File: src/sv/dcs_pkg.sv
// Shared types and constants for the divisor count sieve block.
package dcs_pkg;

  localparam int TGT_W   = 8;
  localparam int RANGE_W = 17;
  localparam int COUNT_W = 17;
  localparam int EXP_W   = 5;

  typedef enum logic [11:0] {
    OP_CLR   = 12'b0000_0000_0001,
    OP_OCHK  = 12'b0000_0000_0010,
    OP_OTST  = 12'b0000_0000_0100,
    OP_IRD   = 12'b0000_0000_1000,
    OP_IWR   = 12'b0000_0001_0000,
    OP_DINIT = 12'b0000_0010_0000,
    OP_DRD1  = 12'b0000_0100_0000,
    OP_DRD2  = 12'b0000_1000_0000,
    OP_DCALC = 12'b0001_0000_0000,
    OP_DWR   = 12'b0010_0000_0000,
    OP_IDLE  = 12'b0100_0000_0000,
    OP_QRUN  = 12'b1000_0000_0000
  } op_t;

  typedef struct packed {
    op_t  op;
    logic load;
  } cmd_t;

  typedef struct packed {
    logic clr_last;
    logic outer_done;
    logic prime;
    logic inner_done;
    logic div_done;
    logic q_empty;
    logic q_last;
  } status_t;

endpackage

File: src/sv/dcs_ctrl.sv
// Controller: start-up table fill sequence and query sequencing.
module dcs_ctrl (
  input  logic             clk,
  input  logic             rst,
  input  logic             start,
  input  dcs_pkg::status_t status,
  output dcs_pkg::cmd_t    cmd,
  output logic             busy,
  output logic             done
);
  typedef enum logic [13:0] {
    S_CLR   = 14'b00_0000_0000_0001,
    S_OCHK  = 14'b00_0000_0000_0010,
    S_OTST  = 14'b00_0000_0000_0100,
    S_IRD   = 14'b00_0000_0000_1000,
    S_IWR   = 14'b00_0000_0001_0000,
    S_DINIT = 14'b00_0000_0010_0000,
    S_DRD1  = 14'b00_0000_0100_0000,
    S_DRD2  = 14'b00_0000_1000_0000,
    S_DCALC = 14'b00_0001_0000_0000,
    S_DWR   = 14'b00_0010_0000_0000,
    S_IDLE  = 14'b00_0100_0000_0000,
    S_QRUN  = 14'b00_1000_0000_0000,
    S_QLAST = 14'b01_0000_0000_0000,
    S_QOUT  = 14'b10_0000_0000_0000
  } state_t;

  state_t state, state_next;
  logic   accept;

  assign busy   = (state != S_IDLE);
  assign done   = (state == S_QOUT);
  assign accept = start && !busy;

  always_comb begin
    cmd.load  = accept;
    case (state)
      S_CLR:   cmd.op = dcs_pkg::OP_CLR;
      S_OCHK:  cmd.op = dcs_pkg::OP_OCHK;
      S_OTST:  cmd.op = dcs_pkg::OP_OTST;
      S_IRD:   cmd.op = dcs_pkg::OP_IRD;
      S_IWR:   cmd.op = dcs_pkg::OP_IWR;
      S_DINIT: cmd.op = dcs_pkg::OP_DINIT;
      S_DRD1:  cmd.op = dcs_pkg::OP_DRD1;
      S_DRD2:  cmd.op = dcs_pkg::OP_DRD2;
      S_DCALC: cmd.op = dcs_pkg::OP_DCALC;
      S_DWR:   cmd.op = dcs_pkg::OP_DWR;
      S_QRUN:  cmd.op = dcs_pkg::OP_QRUN;
      default: cmd.op = dcs_pkg::OP_IDLE;
    endcase
  end

  always_comb begin
    state_next = state;
    case (state)
      S_CLR:   if (status.clr_last) state_next = S_OCHK;
      S_OCHK:  state_next = status.outer_done ? S_DINIT : S_OTST;
      S_OTST:  state_next = status.prime ? S_IRD : S_OCHK;
      S_IRD:   state_next = status.inner_done ? S_OCHK : S_IWR;
      S_IWR:   state_next = S_IRD;
      S_DINIT: state_next = S_DRD1;
      S_DRD1:  state_next = status.div_done ? S_IDLE : S_DRD2;
      S_DRD2:  state_next = status.prime ? S_DRD1 : S_DCALC;
      S_DCALC: state_next = S_DWR;
      S_DWR:   state_next = S_DRD1;
      S_IDLE:  if (accept) state_next = status.q_empty ? S_QOUT : S_QRUN;
      S_QRUN:  if (status.q_last) state_next = S_QLAST;
      S_QLAST: state_next = S_QOUT;
      S_QOUT:  state_next = S_IDLE;
      default: state_next = S_CLR;
    endcase
  end

  always_ff @(posedge clk) begin
    if (rst) begin
      state <= S_CLR;
    end else begin
      state <= state_next;
    end
  end

endmodule

File: config.mk
export PLATFORM = sky130hd
export DESIGN_NAME = dcs_ctrl
export DESIGN_NICKNAME = d
export VERILOG_FILES = /design/src/sv/dcs_pkg.sv /design/src/sv/dcs_ctrl.sv
export SDC_FILE = /design/constraint.sdc
export NUM_CORES = 1
export LEC_CHECK = 0
export ABC_AREA = 1
export BUFFER_PORTS_ARGS = -buffer_cell sky130_fd_sc_hd__buf_2
export CORE_UTILIZATION = 52
export DETAILED_ROUTE_END_ITERATION = 12
export PLACE_DENSITY_LB_ADDON = 0.1
export SYNTH_ARGS = -nofsm -noshare
export SYNTH_HDL_FRONTEND = slang
export SYNTH_SLANG_ARGS = --single-unit
File: constraint.sdc
create_clock -name clk -period 1.5 [get_ports clk]
set_input_delay 0 -clock clk [delete_from_list [all_inputs] [get_ports clk]]
set_output_delay 0 -clock clk [all_outputs]
set_load 0.05 [all_outputs]
* Word-level counts from Yosys, hierarchy flattened
Cells that the tools add are included.
Storage, ports and cells: bits in registers 14, bits of input ports 10, output and inout port bits 15, logic and storage cells 34
Cells by class: equality and inequality tests 18, multiplexer cells 11, reduce and logical (&&, ||, !) cells 4
Operators with widths (count):
- $pmux 14 s13 | 1
- $pmux 12 s11 | 1
- $mux 14 | 4
- $eq 14x1->1 const B | 1
- $eq 14x10->1 const B | 1
- $eq 14x11->1 const B | 1
- $eq 14x12->1 const B | 1
- $eq 14x13->1 const B | 1
- $eq 14x14->1 const B | 1
- $eq 14x2->1 const B | 1
- $eq 14x3->1 const B | 1
- $eq 14x4->1 const B | 1
- $eq 14x5->1 const B | 1
- $eq 14x6->1 const B | 1
- $eq 14x7->1 const B | 1
- $eq 14x8->1 const B | 1
- $eq 14x9->1 const B | 1
- $ne 14x11->1 const B | 1
- $mux 11 | 1
- $mux 9 | 1
- $mux 6 | 1
- $ne 2x2->1 const B | 3
- $mux 5 | 1
- $mux 4 | 1
- 4 further kinds | 4

* Depth between registers and ports, before layout
Gate-level depths: netlist of the first run.
depth in word-level cells 5, depth in mapped cells 11

* Least setup slack after synthesis of the first run
Ideal clock, no wire load.
path kind register to output, start point reg state[10], end point out cmd[11] (netlist bit), arrival time 1965 ps, required time 1500 ps, path slack -465 ps, stages on the path, launching flop included 10, path buffers 1, path through dfxtp_1 -> nor2_2 -> nand2_1 -> nor2_2 -> buf_6 -> nand2_2 -> nand2_1 -> inv_1 -> nand2_1 -> nor3_1
RTL lines:
- start: declaration | line dcs_ctrl.sv:28 | state_t state, state_next;
- start signal: assignment | line dcs_ctrl.sv:78 | state <= state_next;
- end: declaration | line dcs_ctrl.sv:7 | output dcs_pkg::cmd_t cmd,

==> results of run 1 <==
==> power by group through the flow <==
stage          Sequential [W]  Clock [W]  Combinational [W]
2_1_floorplan        0.000404          0           0.000279
3_3_place_gp         0.000405          0           0.000344
3_5_place_dp         0.000406          0           0.000345
4_1_cts              0.000404   0.000290           0.000424
5_1_grt              0.000405   0.000294           0.000533
6_report             0.000406   0.000288           0.000508
==> layer usage <==
metal | GRT usage [%] | vias to the layer above
met5 | 0 | -
li1 | - | 568
met3 | 5.56 | 39
met1 | 35.3 | 586
met2 | 52.4 | 117
met4 | 11.8 | 0
==> layout make-up <==
| type | instances | area, µm² | share of cell area (%) |
|---|---|---|---|
| inverters | 37 | 139 | 8.86 |
| multi-input cells | 106 | 683 | 43.6 |
| repair buffers | 43 | 375 | 23.9 |
| well taps | 25 | 31.3 | 2.00 |
| flip-flops and latches | 14 | 303 | 19.3 |
| clock buffers | 4 | 36.3 | 2.31 |
==> what timing repair did <==
| action | in CTS | in global routing |
|---|---|---|
| pin swaps | 4 | 7 |
| gates cloned | 0 | 0 |
| gates resized for setup | 33 | 46 |
| endpoints found under the hold margin | 6 | 0 |
| endpoints found under the setup margin | 13 | 22 |
| hold buffers | 5 | 0 |
| setup buffers | 8 | 4 |
==> worst paths after layout <==
check                                               to  slack [ns]  depth (start not counted)
worst max register to register   state[6]$_SDFFE_PP0P_       -0.03                         10
worst min register to register   state[7]$_SDFFE_PP0P_        0.69                          5
worst min-delay path            state[12]$_SDFFE_PP0P_        0.02                          2
worst max-delay path                           cmd[11]       -0.15                          9
==> stage by stage <==
stage | worst slack, ns | hold WS, ns | util (%)
5_1_grt | -0.200 | 0.0323 | 88.9
3_5_place_dp | -0.00545 | 0.186 | 66.5
3_3_place_gp | 0.0191 | 0.183 | 66.5
4_1_cts | -0.0800 | 0.00801 | 80.0
2_1_floorplan | 0.107 | 0.0780 | -
6_report | -0.154 | 0.0234 | 88.9
==> cells in the final DEF (no fill, tap or decap), types with 2 or more instances in the layout <==
master         count
o21ai_0            3
nand3_4            2
nand3_1           10
inv_1             30
nand2_4            5
nor2_4            13
dfxtp_2           12
nor2_2             4
buf_12             2
nand2_1           26
clkbuf_4           5
inv_2              7
nand2_2           10
nor3_1             6
nor2_1            15
buf_2              9
buf_8              2
buf_6              6
buf_4             17
dlygate4sd3_1      5
nand3_2            2
dfxtp_4            2
and3_1             3
==> cell families (layout without fill, tap and decap cells) <==
group           count (synthesis)  after routing  synth area share [%]
flops                          14             14                  27.9
compound gates                  6              6                  3.23
simple gates                  100            100                  52.9
buf+inv                        40             84                  16.0
==> flow_metrics.py, run 1 <==
metrics = {
    "outcome": {
        "status": "complete, but fails checks",
        "violations": "setup timing",
    },
    "power": {
        "p_clk_share_pct": 23.9,
        "power_frac_comb_pct": 42.3,
        "power.share.switching_pct": 39.3,
        "switching_power_w": 0.000472,
        "power.density_nw_per_um2": 767,
        "power.leakage_nw": 0.875,
        "seqPwrFrac_pct": 33.8,
        "p_int_w": 0.000730,
        "peakVddDrop_v": 0.000819,
        "finalPower_w": 0.00120,
    },
    "synthesis": {
        "syn_area_um2": 1010,
        "synthFlopType": "dfxtp_1",
        "syn_avg_cell_area_um2": 6.29,
        "synth_top_area_share_pct": 27.9,
        "netlist_top_cells_area": "dfxtp_1 (28%), inv_1 (13%), nand2_1 (12%), nor2_1 (7.1%), nand3_1 (6.5%)",
        "yosysSeqAreaShare_pct": 27.9,
        "synth.largest_area_cell": "dfxtp_1",
        "synth_cell_types": 22,
        "synth_cells": 160,
        "synthTopCellsByCount": "inv_1 (34), nand2_1 (33), nor2_1 (19)",
        "ys_seq_elements": 14,
        "yosysWarnings": 0,
        "syn_nets": 170,
        "yosys.cell_count.top_type": "inv_1",
        "async_reset_ff_share_pct": 0,
        "synth_edf_count": 0,
    },
    "setup_path": {
        "start_kind": "flop",
        "critPathMaxFanout": 5,
        "critical-path-top-delay-family": "simple AND/OR/NAND/NOR gates",
        "cp_slowest_stage_delay_ns": 0.37,
        "worstPathRequired_ns": 1.50,
        "crit_chain": "nor2_4 -> nand2_4 -> nor2_1 -> nand2_4 -> nand2_2 -> inv_2 -> nand2_2 -> nor3_4 -> buf_6",
        "reg2reg_from": "state[7]$_SDFFE_PP0P_",
        "crit_slowest_cell": "dfxtp_2",
        "crit_path_end_kind": "output port",
        "startpoint": "state[1]$_SDFFE_PP0P_",
        "path_buf_inv": 2,
        "path_class": "reg -> out",
        "crit_arrival_ns": 1.65,
    },
    "finish": {
        "fill_cells": 95,
        "antenna_cells": 0,
        "stdcell_count": 229,
        "final_nets": 215,
        "final_area_um2": 1570,
        "reg.largest.list": "state: 14 flops",
        "largest_register_ffs": 14,
        "drive_gt1_share_pct": 50.0,
        "max_flop_register": "state",
        "area.growth.synth_to_final_pct": 55.8,
    },
    "cts": {
        "clockBufferDepth": 2,
        "cts_tree": "built",
        "clock-sinks": 14,
        "cts_buffers": 3,
        "clk_latency_ns": 0.29,
        "path_clk_slew_ns": 0.10,
        "htree_levels": 1,
        "cts_root_buf": "clkbuf_4",
    },
    "routing": {
        "drt-total-wl_um": 3860,
        "wl_met3_um": 408,
        "drc": 0,
        "wl_met2_um": 1850,
        "detail-route-antenna-nets": 0,
        "drt_iter0_markers": 107,
        "vias_per_cell": 5.72,
        "num_vias": 1310,
        "wl_met1_um": 1350,
        "top_layer": "met4",
        "wl_per_cell_um": 16.9,
        "first_pass_iters": 6,
    },
    "grt": {
        "overflow": 0,
        "grt_pass1_wl_um": 4400,
        "grt_usage_pct": 29.9,
        "first_global_vias": 1054,
        "antenna_found_initial": 0,
        "grt_max_degree": 12,
    },
    "timing": {
        "fin_ws_ns": -0.154,
        "clock_skew_ns": 0.00153,
        "setup_viol": 10,
        "tns_ns": -0.552,
        "max_slew_margin_pct": 80.9,
        "tightest_slew_ns": 0.284,
        "clock.fmax_mhz": 604,
        "final_max_slew_viol_count": 0,
        "period_minus_slack_ns": 1.65,
        "post-route-period-util_pct": 110,
        "rsz0062_at_grt": "true",
        "finalHoldViolations": 0,
    },
    "floorplan": {
        "fp-row-count": 15,
        "core_area_um2": 1760,
        "die_y_um": 46.0,
        "die_x_um": 46.0,
        "initial_utilization_pct": 57.0,
        "io_pins": 25,
        "die_area_um2": 2110,
    },
    "placement": {
        "gp_congestion": 0.872,
        "dpl-instance-area_um2": 1170,
        "portBuffers": 24,
        "dp_cells": 208,
        "dp_hpwl_um": 1750,
    },
    "job": {
        "max-cap-violations": 0,
    },
    "worst_hold_path": {
        "hp-class": "in -> reg",
        "holdCritStartpoint": "rst",
    },
}
Note: power is estimated with default switching activity, not from simulation.
==> run 2, diff against run 1 <==
--- a/config.mk
+++ b/config.mk
@@ -9,6 +9,7 @@
 export BUFFER_PORTS_ARGS = -buffer_cell sky130_fd_sc_hd__buf_2
 export CORE_UTILIZATION = 52
 export DETAILED_ROUTE_END_ITERATION = 12
+export HOLD_SLACK_MARGIN = 0.08
 export PLACE_DENSITY_LB_ADDON = 0.1
 export SYNTH_ARGS = -nofsm -noshare
 export SYNTH_HDL_FRONTEND = slang
==> flow_metrics.py, run 2 (synthesized netlist as in run 1, its figures left out) <==
metrics = {
    "cts": {
        "cts_tree": "built",
        "path_clk_slew_ns": 0.10,
        "clk_latency_ns": 0.29,
        "cts_root_buf": "clkbuf_4",
        "clock-sinks": 14,
        "clockBufferDepth": 2,
        "cts_buffers": 3,
        "htree_levels": 1,
    },
    "placement": {
        "portBuffers": 24,
        "gp_congestion": 0.872,
        "pre_cts_slack_ns": -0.00545,
        "dp_hpwl_um": 1750,
        "dp_cells": 208,
    },
    "finish": {
        "stdcell_count": 230,
        "largest_register_ffs": 14,
        "area.growth.synth_to_final_pct": 58.8,
        "antenna_cells": 0,
        "final_common_cell": "inv_1",
        "max_flop_register": "state",
        "final_cell_mix": "inv_1 (30), nand2_1 (26), nor2_1 (15)",
        "final_nets": 216,
        "reg.largest.list": "state: 14 flops",
        "fill_cells": 88,
        "drive_gt1_share_pct": 50.7,
    },
    "grt": {
        "overflow": 0,
        "grt_pass1_wl_um": 4440,
        "antenna_found_initial": 0,
        "grt_usage_pct": 30.3,
        "first_global_vias": 1063,
        "grt_max_degree": 12,
    },
    "routing": {
        "wl_per_cell_um": 18.6,
        "drt_iter0_markers": 101,
        "num_vias": 1335,
        "vias_per_cell": 5.80,
        "first_pass_iters": 4,
        "drc": 0,
        "detail-route-antenna-nets": 0,
        "drt-total-wl_um": 4290,
    },
    "timing": {
        "final_max_slew_viol_count": 0,
        "rsz0062_at_grt": "true",
        "clock_skew_ns": 0.000933,
        "max_slew_margin_pct": 81.6,
        "setup_viol": 16,
        "clock.fmax_mhz": 596,
        "finalHoldViolations": 0,
        "post-route-period-util_pct": 112,
        "period_minus_slack_ns": 1.68,
        "tns_ns": -0.930,
        "fin_ws_ns": -0.178,
        "tightest_slew_ns": 0.275,
    },
    "floorplan": {
        "core_area_um2": 1760,
        "initial_utilization_pct": 57.0,
        "die_area_um2": 2110,
        "fp-row-count": 15,
        "io_pins": 25,
        "die_x_um": 46.0,
        "die_y_um": 46.0,
    },
    "setup_path": {
        "r2r_cells": 8,
        "path_class": "reg -> out",
        "r2r-end": "state[13]$_SDFFE_PP0P_",
        "reg2reg_from": "state[8]$_SDFFE_PP0P_",
        "worstPathRequired_ns": 1.50,
        "reg2reg_setup_slack_ns": -0.06,
        "start_kind": "flop",
        "critPathMaxFanout": 11,
        "crit_path_end_kind": "output port",
        "crit_arrival_ns": 1.68,
    },
    "worst_hold_path": {
        "holdCritStartpoint": "start",
        "hp-class": "in -> reg",
        "whs_path_depth": 4,
        "hold_end": "state[10]$_SDFFE_PP0P_",
    },
    "job": {
        "max-cap-violations": 0,
    },
    "power": {
        "power.leakage_nw": 0.881,
        "power.density_nw_per_um2": 768,
        "finalPower_w": 0.00123,
        "peakVddDrop_v": 0.000626,
    },
    "outcome": {
        "status": "complete, but fails checks",
        "violations": "setup timing",
    },
}
run 2: cell types whose count changed in the layout (fill, tap and decap cells not counted), sizes merged:
cell         before  now
buf              36   35
dlygate4sd3       5    7
run 2: critical path: stages (launching register included):
cell,delay (ns)
dfxtp_4,0.38
nor2_4,0.04
nand2_2,0.09
nor2_4,0.04
buf_12,0.14
nand2_2,0.09
nand2_1,0.07
inv_2,0.09
nand3_2,0.10
nor3_4,0.15
buf_6,0.18
run 2: metal layers:
| layer | routed length, µm | global-route usage [%] | part of all wire [%] | up-vias |
|---|---|---|---|---|
| met1 | 1510 | 36.4 | 35 | 605 |
| met2 | 2070 | 50.7 | 48 | 120 |
| li1 | - | - | - | 577 |
| met3 | 462 | 6.75 | 11 | 33 |
| met4 | 242 | 14.1 | 5.6 | 0 |
| met5 | 0 | 0 | 0 | - |
run 2: power by group:
| group | switching, W | internal, W | total [W] |
|---|---|---|---|
| logic | 0.000330 | 0.000204 | 0.000534 |
| registers | 0.0000176 | 0.000385 | 0.000402 |
| clock network | 0.000142 | 0.000148 | 0.000290 |
run 2: final cells by class:
class | instances | area (µm²) | area share (%)
Inverter | 37 | 139 | 8.69
Multi-Input combinational cell | 106 | 697 | 43.6
Clock buffer | 4 | 36.3 | 2.27
Sequential cell | 14 | 303 | 19.0
Tap cell | 25 | 31.3 | 1.96
Timing Repair Buffer | 44 | 392 | 24.5
run 2: timing repair:
| item | in CTS | in global routing |
|---|---|---|
| pin swaps | 4 | 6 |
| gates resized for setup | 33 | 51 |
| hold buffers | 7 | 0 |
| endpoints found under the setup margin | 13 | 23 |
| endpoints found under the hold margin | 9 | 0 |
| buffers inserted | 8 | 3 |
run 2: how the worst max path moves through the flow:
| stage | from | end | slack (ns) | cells after the start |
|---|---|---|---|---|
| after floorplan | state[10]$_SDFFE_PP0P_ | cmd[11] | 0.11 | 7 |
| after global placement | state[8]$_SDFFE_PP0P_ | cmd[11] | 0.02 | 8 |
| after detailed placement | state[10]$_SDFFE_PP0P_ | cmd[11] | -0.005 | 8 |
| after CTS | state[8]$_SDFFE_PP0P_ | cmd[11] | -0.08 | 10 |
| after global routing | state[2]$_SDFFE_PP0P_ | cmd[11] | -0.34 | 9 |
| final | state[11]$_SDFFE_PP0P_ | cmd[11] | -0.18 | 10 |
run 2: stage by stage:
| step | cell area (µm²) | hold WS [ns] | utilization (%) |
|---|---|---|---|
| floorplan | 1020 | 0.0780 | - |
| detailed placement | 1170 | 0.186 | 66.5 |
| CTS | 1430 | 0.107 | 81.1 |
| global placement | 1170 | 0.183 | 66.5 |
| global route | 1600 | 0.140 | 90.6 |
| finish | 1600 | 0.138 | 90.6 |
